File: src/hw/rtl/mrsp_pkg.sv
`timescale 1ns / 1ps
// ----------------------------------------------------------------------------
// MIDI running-status parser package
// Byte codes and decoded message kinds shared by the parser RTL.
// ----------------------------------------------------------------------------
package mrsp_pkg;

   localparam logic [7:0] BYTE_REALTIME_MIN = 8'hF8;
   localparam logic [7:0] BYTE_SYSEX_START  = 8'hF0;
   localparam logic [7:0] BYTE_SYSEX_END    = 8'hF7;
   localparam logic [7:0] BYTE_COMMON_MIN   = 8'hF1;
   localparam logic [7:0] NO_STATUS         = 8'h00;

   localparam logic [3:0] TYPE_NOTE_OFF      = 4'h8;
   localparam logic [3:0] TYPE_NOTE_ON       = 4'h9;
   localparam logic [3:0] TYPE_POLY_PRESSURE = 4'hA;
   localparam logic [3:0] TYPE_CTRL          = 4'hB;
   localparam logic [3:0] TYPE_PROGRAM       = 4'hC;
   localparam logic [3:0] TYPE_PRESSURE      = 4'hD;
   localparam logic [3:0] TYPE_BEND          = 4'hE;
   localparam logic [3:0] TYPE_SYSTEM        = 4'hF;

   localparam logic [13:0] BEND_OFFSET = 14'h2000;

   typedef enum logic [2:0] {
      KIND_NOTE_OFF   = 3'd0,
      KIND_NOTE_ON    = 3'd1,
      KIND_CTRL       = 3'd2,
      KIND_PROGRAM    = 3'd3,
      KIND_BEND       = 3'd4,
      KIND_AFTERTOUCH = 3'd5
   } kind_type;

endpackage

File: src/hw/rtl/midi_running_status_parser_unit.sv
`timescale 1ns / 1ps
// ----------------------------------------------------------------------------
// MIDI running-status parser
// Assembles channel-voice messages from a raw MIDI byte stream.
// ----------------------------------------------------------------------------
// One MIDI byte is taken per transfer, one per cycle while results drain: each
// byte is decoded combinationally against the small parser state (running
// status, held first data byte, sysex flag) and a completed message is loaded
// into the result register. The input is ready whenever that register is
// empty or is being drained in the same cycle, so a result appears the cycle
// after the byte that completes it. Realtime bytes are dropped, sysex content
// is skipped, and note-on with velocity zero is reported as note-off.
// ----------------------------------------------------------------------------
module midi_running_status_parser_unit (
   input  logic               clock,
   input  logic               reset,
   input  logic               req_valid,
   output logic               req_ready,
   input  logic [7:0]         req_midi_byte,
   output logic               rsp_valid,
   input  logic               rsp_ready,
   output logic [7:0]         rsp_status_byte,
   output logic [3:0]         rsp_channel,
   output logic [2:0]         rsp_event_kind,
   output logic [6:0]         rsp_data_first,
   output logic [6:0]         rsp_data_second,
   output logic signed [13:0] rsp_bend_value
);

   logic [7:0]  running_status_ff, running_status_in;
   logic [6:0]  held_first_ff, held_first_in;
   logic        two_needed_ff, two_needed_in;
   logic        have_first_ff, have_first_in;
   logic        in_sysex_ff, in_sysex_in;

   logic        rsp_valid_ff, rsp_valid_in;
   logic [7:0]  status_ff, status_in;
   logic [2:0]  kind_ff, kind_in;
   logic [6:0]  first_ff, first_in;
   logic [6:0]  second_ff, second_in;
   logic [13:0] bend_ff, bend_in;

   logic        accept;
   logic        emit;
   logic        handle;
   logic [3:0]  msg_type;

   assign req_ready = !rsp_valid_ff || rsp_ready;
   assign accept    = req_valid && req_ready;

   always_comb begin
      running_status_in = running_status_ff;
      held_first_in     = held_first_ff;
      two_needed_in     = two_needed_ff;
      have_first_in     = have_first_ff;
      in_sysex_in       = in_sysex_ff;
      emit              = 1'b0;
      handle            = 1'b1;
      first_in          = held_first_ff;
      second_in         = 7'd0;
      if (accept && (req_midi_byte < mrsp_pkg::BYTE_REALTIME_MIN)) begin
         if (in_sysex_ff) begin
            if (req_midi_byte == mrsp_pkg::BYTE_SYSEX_END) begin
               in_sysex_in = 1'b0;
               handle      = 1'b0;
            end else if (!req_midi_byte[7]) begin
               handle = 1'b0;
            end else begin
               in_sysex_in = 1'b0;
            end
         end
         if (handle) begin
            if (req_midi_byte[7]) begin
               have_first_in = 1'b0;
               if (req_midi_byte == mrsp_pkg::BYTE_SYSEX_START) begin
                  in_sysex_in       = 1'b1;
                  running_status_in = mrsp_pkg::NO_STATUS;
               end else if (req_midi_byte >= mrsp_pkg::BYTE_COMMON_MIN) begin
                  running_status_in = mrsp_pkg::NO_STATUS;
               end else begin
                  running_status_in = req_midi_byte;
                  two_needed_in = !((req_midi_byte[7:4] == mrsp_pkg::TYPE_PROGRAM) ||
                                    (req_midi_byte[7:4] == mrsp_pkg::TYPE_PRESSURE));
               end
            end else if (running_status_ff != mrsp_pkg::NO_STATUS) begin
               if (!have_first_ff) begin
                  held_first_in = req_midi_byte[6:0];
                  if (!two_needed_ff) begin
                     emit     = 1'b1;
                     first_in = req_midi_byte[6:0];
                  end else begin
                     have_first_in = 1'b1;
                  end
               end else begin
                  emit          = 1'b1;
                  second_in     = req_midi_byte[6:0];
                  have_first_in = 1'b0;
               end
            end
         end
      end
   end

   assign status_in = running_status_ff;
   assign msg_type  = running_status_ff[7:4];

   always_comb begin
      bend_in = 14'd0;
      case (msg_type)
         mrsp_pkg::TYPE_NOTE_OFF: kind_in = mrsp_pkg::KIND_NOTE_OFF;
         mrsp_pkg::TYPE_NOTE_ON: begin
            kind_in = (second_in == 7'd0) ? mrsp_pkg::KIND_NOTE_OFF : mrsp_pkg::KIND_NOTE_ON;
         end
         mrsp_pkg::TYPE_CTRL:    kind_in = mrsp_pkg::KIND_CTRL;
         mrsp_pkg::TYPE_PROGRAM: kind_in = mrsp_pkg::KIND_PROGRAM;
         mrsp_pkg::TYPE_BEND: begin
            kind_in = mrsp_pkg::KIND_BEND;
            bend_in = {second_in, first_in} + mrsp_pkg::BEND_OFFSET;
         end
         default:                kind_in = mrsp_pkg::KIND_AFTERTOUCH;
      endcase
   end

   always_comb begin
      rsp_valid_in = rsp_valid_ff;
      if (emit) begin
         rsp_valid_in = 1'b1;
      end else if (rsp_ready) begin
         rsp_valid_in = 1'b0;
      end
   end

   always_ff @(posedge clock) begin
      if (reset) begin
         running_status_ff <= mrsp_pkg::NO_STATUS;
         held_first_ff     <= 7'd0;
         two_needed_ff     <= 1'b0;
         have_first_ff     <= 1'b0;
         in_sysex_ff       <= 1'b0;
         rsp_valid_ff      <= 1'b0;
      end else begin
         running_status_ff <= running_status_in;
         held_first_ff     <= held_first_in;
         two_needed_ff     <= two_needed_in;
         have_first_ff     <= have_first_in;
         in_sysex_ff       <= in_sysex_in;
         rsp_valid_ff      <= rsp_valid_in;
      end
   end

   always_ff @(posedge clock) begin
      if (emit) begin
         status_ff <= status_in;
         kind_ff   <= kind_in;
         first_ff  <= first_in;
         second_ff <= second_in;
         bend_ff   <= bend_in;
      end
   end

   assign rsp_valid       = rsp_valid_ff;
   assign rsp_status_byte = status_ff;
   assign rsp_channel     = status_ff[3:0];
   assign rsp_event_kind  = kind_ff;
   assign rsp_data_first  = first_ff;
   assign rsp_data_second = second_ff;
   assign rsp_bend_value  = $signed(bend_ff);

   // sysex always leaves running status cleared
   a_sysex_no_status: assert property (@(posedge clock) disable iff (reset)
      in_sysex_ff |-> (running_status_ff == mrsp_pkg::NO_STATUS))
      else $error("running status set inside sysex");

   a_held_first_ok: assert property (@(posedge clock) disable iff (reset)
      have_first_ff |-> (two_needed_ff && (running_status_ff != mrsp_pkg::NO_STATUS)))
      else $error("first data held without a two-byte status");

   a_result_status: assert property (@(posedge clock) disable iff (reset)
      rsp_valid_ff |-> (status_ff[7] && (status_ff[7:4] != mrsp_pkg::TYPE_SYSTEM)))
      else $error("result carries a non channel-voice status");

   a_bend_only: assert property (@(posedge clock) disable iff (reset)
      (rsp_valid_ff && (kind_ff != mrsp_pkg::KIND_BEND)) |-> (bend_ff == 14'd0))
      else $error("bend value on a non-bend result");

   a_realtime_inert: assert property (@(posedge clock) disable iff (reset)
      (accept && (req_midi_byte >= mrsp_pkg::BYTE_REALTIME_MIN)) |=>
         (!rsp_valid_ff && $stable(running_status_ff) && $stable(have_first_ff) &&
          $stable(in_sysex_ff)))
      else $error("realtime byte disturbed parser state");

endmodule

File: config.mk
export PLATFORM = sky130hd
export DESIGN_NAME = midi_running_status_parser_unit
export DESIGN_NICKNAME = d
export VERILOG_FILES = /design/src/hw/rtl/mrsp_pkg.sv /design/src/hw/rtl/midi_running_status_parser_unit.sv
export SDC_FILE = /design/constraint.sdc
export NUM_CORES = 1
export LEC_CHECK = 0
export CELL_PAD_IN_SITES_DETAIL_PLACEMENT = 0
export CELL_PAD_IN_SITES_GLOBAL_PLACEMENT = 2
export CORE_UTILIZATION = 40
export CTS_BUF_LIST = sky130_fd_sc_hd__clkbuf_8
export DETAILED_ROUTE_END_ITERATION = 8
export DONT_BUFFER_PORTS = 1
export HOLD_SLACK_MARGIN = 0.15
export PLACE_DENSITY = 0.86
export SLEW_MARGIN = 0
export SYNTH_ARGS = -nofsm -noshare
export SYNTH_HDL_FRONTEND = slang
export SYNTH_SLANG_ARGS = --single-unit
File: constraint.sdc
create_clock -name clock -period 3.7 [get_ports clock]
set_input_delay 0.37 -clock clock [delete_from_list [all_inputs] [get_ports clock]]
set_output_delay 0.37 -clock clock [all_outputs]
set_load 0.02 [all_outputs]
==> impl_metrics.py <==
metrics = {
    "status": {
        "outcome": "completed",
    },
    "cts": {
        "root_buffer": "clkbuf_8",
        "clock_path_buffers": 2,
        "ctsResizeCount": 0,
        "insertion_delay_ps": 340,
        "path_clk_slew_ps": 60,
        "cts_tree": "done",
        "numCtsBuffers": 9,
        "cts.sinks": 58,
        "htreeDepth": 3,
    },
    "final_layout": {
        "final_common_cell": "edfxtp_1",
        "drive_gt1_share_pct": 13.07,
        "utilization_pct": 46.06,
        "instances_no_fill": 271,
        "finalNetCount": 207,
        "layout_common_cells": "39 x edfxtp_1, 19 x dfxtp_1, 18 x nand3_1",
        "fin_area_um2": 2599,
        "n_antenna_cell": 0,
        "area_delta_synth_final_pct": 8.064,
    },
    "pwr": {
        "p_leak_uw": 0.0009087,
        "vdd_drop_max_mv": 0.2025,
        "cellPowerDensity_nw_per_um2": 520.0,
    },
    "synthesis": {
        "synth_edf_count": 39,
        "ys_seq_area_share_pct": 64.52,
        "syn_nets": 206,
        "syn_area_um2": 2405,
        "netlist_instances": 194,
        "ys_ff_latch": 58,
        "synth_flop_cell": "edfxtp_1",
        "synth_cell_types": 38,
        "syn_area_per_cell_um2": 12.40,
        "async_flop_share_pct": 0,
        "yosysWarnings": 0,
    },
    "global_routing": {
        "grt_pass1_vias": 1511,
        "grt_pass1_wl_um": 7721,
        "use_met1_pct": 20.29,
        "grt_use_met3_pct": 6.743,
        "overflow": 0,
        "grt_max_degree": 30,
        "grt-busiest-layer": "met2",
        "gr-usage-met2_pct": 26.24,
        "track_usage_pct": 17.27,
        "antenna_found_initial": 0,
    },
    "sta": {
        "hold_viol": 0,
        "fin_setup_tns_ps": 0,
        "setup_viol": 0,
        "relSlewSlack_pct": 56.02,
        "fin_crit_ps": 2516,
        "fmax_mhz": 397.4,
        "maxSlewViolCount": 0,
        "tightest_slew_ps": 659.7,
        "whs_ps": 163.4,
        "fin_skew_ps": 5.234,
        "finalCritPeriodShare_pct": 68.01,
        "rsz0062_at_grt": "no",
    },
    "worst_setup_path": {
        "cp.arrival_ps": 2520,
        "crit_path_cell_trace": "nor4_4 > a21oi_2 > nand2_1 > nor2_4 > buf_4",
        "slowest_delay_ps": 540,
        "r2r_cells": 5,
        "critPathCaptureType": "flop",
        "slowest_stage": "a21oi_2",
        "critPathMaxFanout": 29,
        "cp.required_ps": 3700,
        "cp_top_family": "simple AND/OR/NAND/NOR gates",
        "cp.buffers_inverters": 1,
        "crit_cells": 5,
        "critPathKind": "flop to flop",
        "critPathLaunchType": "flop",
    },
    "drt": {
        "drc": 0,
        "viasPerCell": 5.819,
        "ant_nets": 0,
        "drt_pass1_iterations": 4,
        "vias": 1577,
        "wire_per_inst_um": 18.83,
        "drt_iter0_drc": 95,
        "wl_um": 5104,
    },
    "floorplan": {
        "die-area_um2": 6326,
        "initial_core_util_pct": 42.63,
        "core_um2": 5642,
        "die_w_um": 79.54,
        "ios": 57,
        "num_rows": 27,
        "die_h_um": 79.54,
    },
    "place": {
        "placement.io_buffers": 0,
        "placed_cells": 255,
        "dp_hpwl_um": 3432,
        "placed_area_um2": 2430,
        "routabilityCongestion": 0.8292,
    },
    "flow_run": {
        "drv_cap": 0,
    },
    "hold_path": {
        "hold_depth": 1,
        "hp-class": "input pin to flop",
    },
}
[state kept, by name (all words and copies together), names as in the netlist]
name	flops
rsp_bend_value	14
rsp_status_byte	8
running_status_ff	8
held_first_ff	7
rsp_data_first	7
rsp_data_second	7
rsp_event_kind	3
have_first_ff	1
in_sysex_ff	1
rsp_valid	1
two_needed_ff	1
[cells by family (layout without fill, tap and decap cells)]
| kind of cell | after synthesis | count (layout) | share of synthesized area [%] |
|---|---|---|---|
| and+or+nand+nor | 69 | 69 | 16.70 |
| DFF | 58 | 58 | 64.52 |
| AOI/OAI and AO/OA | 51 | 51 | 14.62 |
| buffers and inverters | 15 | 20 | 3.798 |
| xor gates and xnor gates | 1 | 1 | 0.3643 |
[power by group]
| part | leakage, uW | internal [uW] | switching [uW] |
|---|---|---|---|
| Combinational | 0.000311 | 30.1 | 61.4 |
| Sequential | 0.000517 | 729 | 48.9 |
| Clock | 0.0000806 | 233 | 249 |
| Total | 0.000909 | 992 | 359 |
[worst register-to-register path, stage by stage, from the launching register on]
cell     delay (ps)
dfxtp_1         510
nor4_4          110
a21oi_2         540
nand2_1         250
nor2_4          340
buf_4           410
[cell type report]
| class | instances | area, um2 |
|---|---|---|
| multi-input combinational | 121 | 769.5 |
| fill | 511 | 3043 |
| clock buffer | 9 | 123.9 |
| tap | 72 | 90.09 |
| inverter | 3 | 11.26 |
| clock inverter | 6 | 35.03 |
| timing repair buffer | 2 | 17.52 |
| sequential | 58 | 1551 |
[per-layer routing]
layer | vias to the layer above | share of wire [%]
met5 | - | 0
met4 | 0 | 2.2
met3 | 12 | 8.7
met2 | 63 | 47
met1 | 775 | 42
li1 | 727 | -
[path summary, 6_finish.rpt]
kind	to	slack, ps	from
worst min-delay path	running_status_ff[0]$_SDFFE_PP0P_	160	req_midi_byte[0]
worst max register to register	rsp_bend_value[12]$_SDFFCE_PN0P_	1180	running_status_ff[6]$_SDFFE_PP0P_
worst min register to register	held_first_ff[0]$_SDFFE_PP0P_	480	held_first_ff[0]$_SDFFE_PP0P_
worst max-delay path	rsp_bend_value[12]$_SDFFCE_PN0P_	1180	running_status_ff[6]$_SDFFE_PP0P_
[cells in the mapped netlist (2+ instances only)]
master | number | share of area (%)
edfxtp_1 | 39 | 49
dfxtp_1 | 19 | 16
nand3_1 | 18 | 3.7
o21ai_0 | 15 | 3.1
nand2_1 | 13 | 2.0
and3_1 | 11 | 2.9
a21oi_1 | 9 | 1.9
a21boi_0 | 8 | 2.5
a22o_1 | 7 | 2.5
and2_1 | 7 | 1.8
buf_4 | 5 | 1.6
clkbuf_1 | 4 | 0.62
inv_1 | 3 | 0.47
nand3b_1 | 3 | 0.94
nor2_1 | 3 | 0.47
nor3_1 | 3 | 0.62
a21o_1 | 2 | 0.62
a41o_1 | 2 | 0.83
buf_6 | 2 | 0.94
nand2b_1 | 2 | 0.52
nor2b_1 | 2 | 0.52
[per-stage QoR]
step / setup slack [ps] / total power [uW]
2_1_floorplan: 551.2 / 865.5
3_3_place_gp: 1353 / 876.0
3_5_place_dp: 1209 / 880.7
4_1_cts: 1194 / 1360
5_1_grt: 1013 / 1398
6_report: 1184 / 1351
[what timing repair did]
item                                    CTS  global route
hold buffers                              1             0
setup buffers                             0             0
hold endpoints to repair                  8             0
endpoints found under the setup margin    0             0
Power figures use the tool's default switching activity.
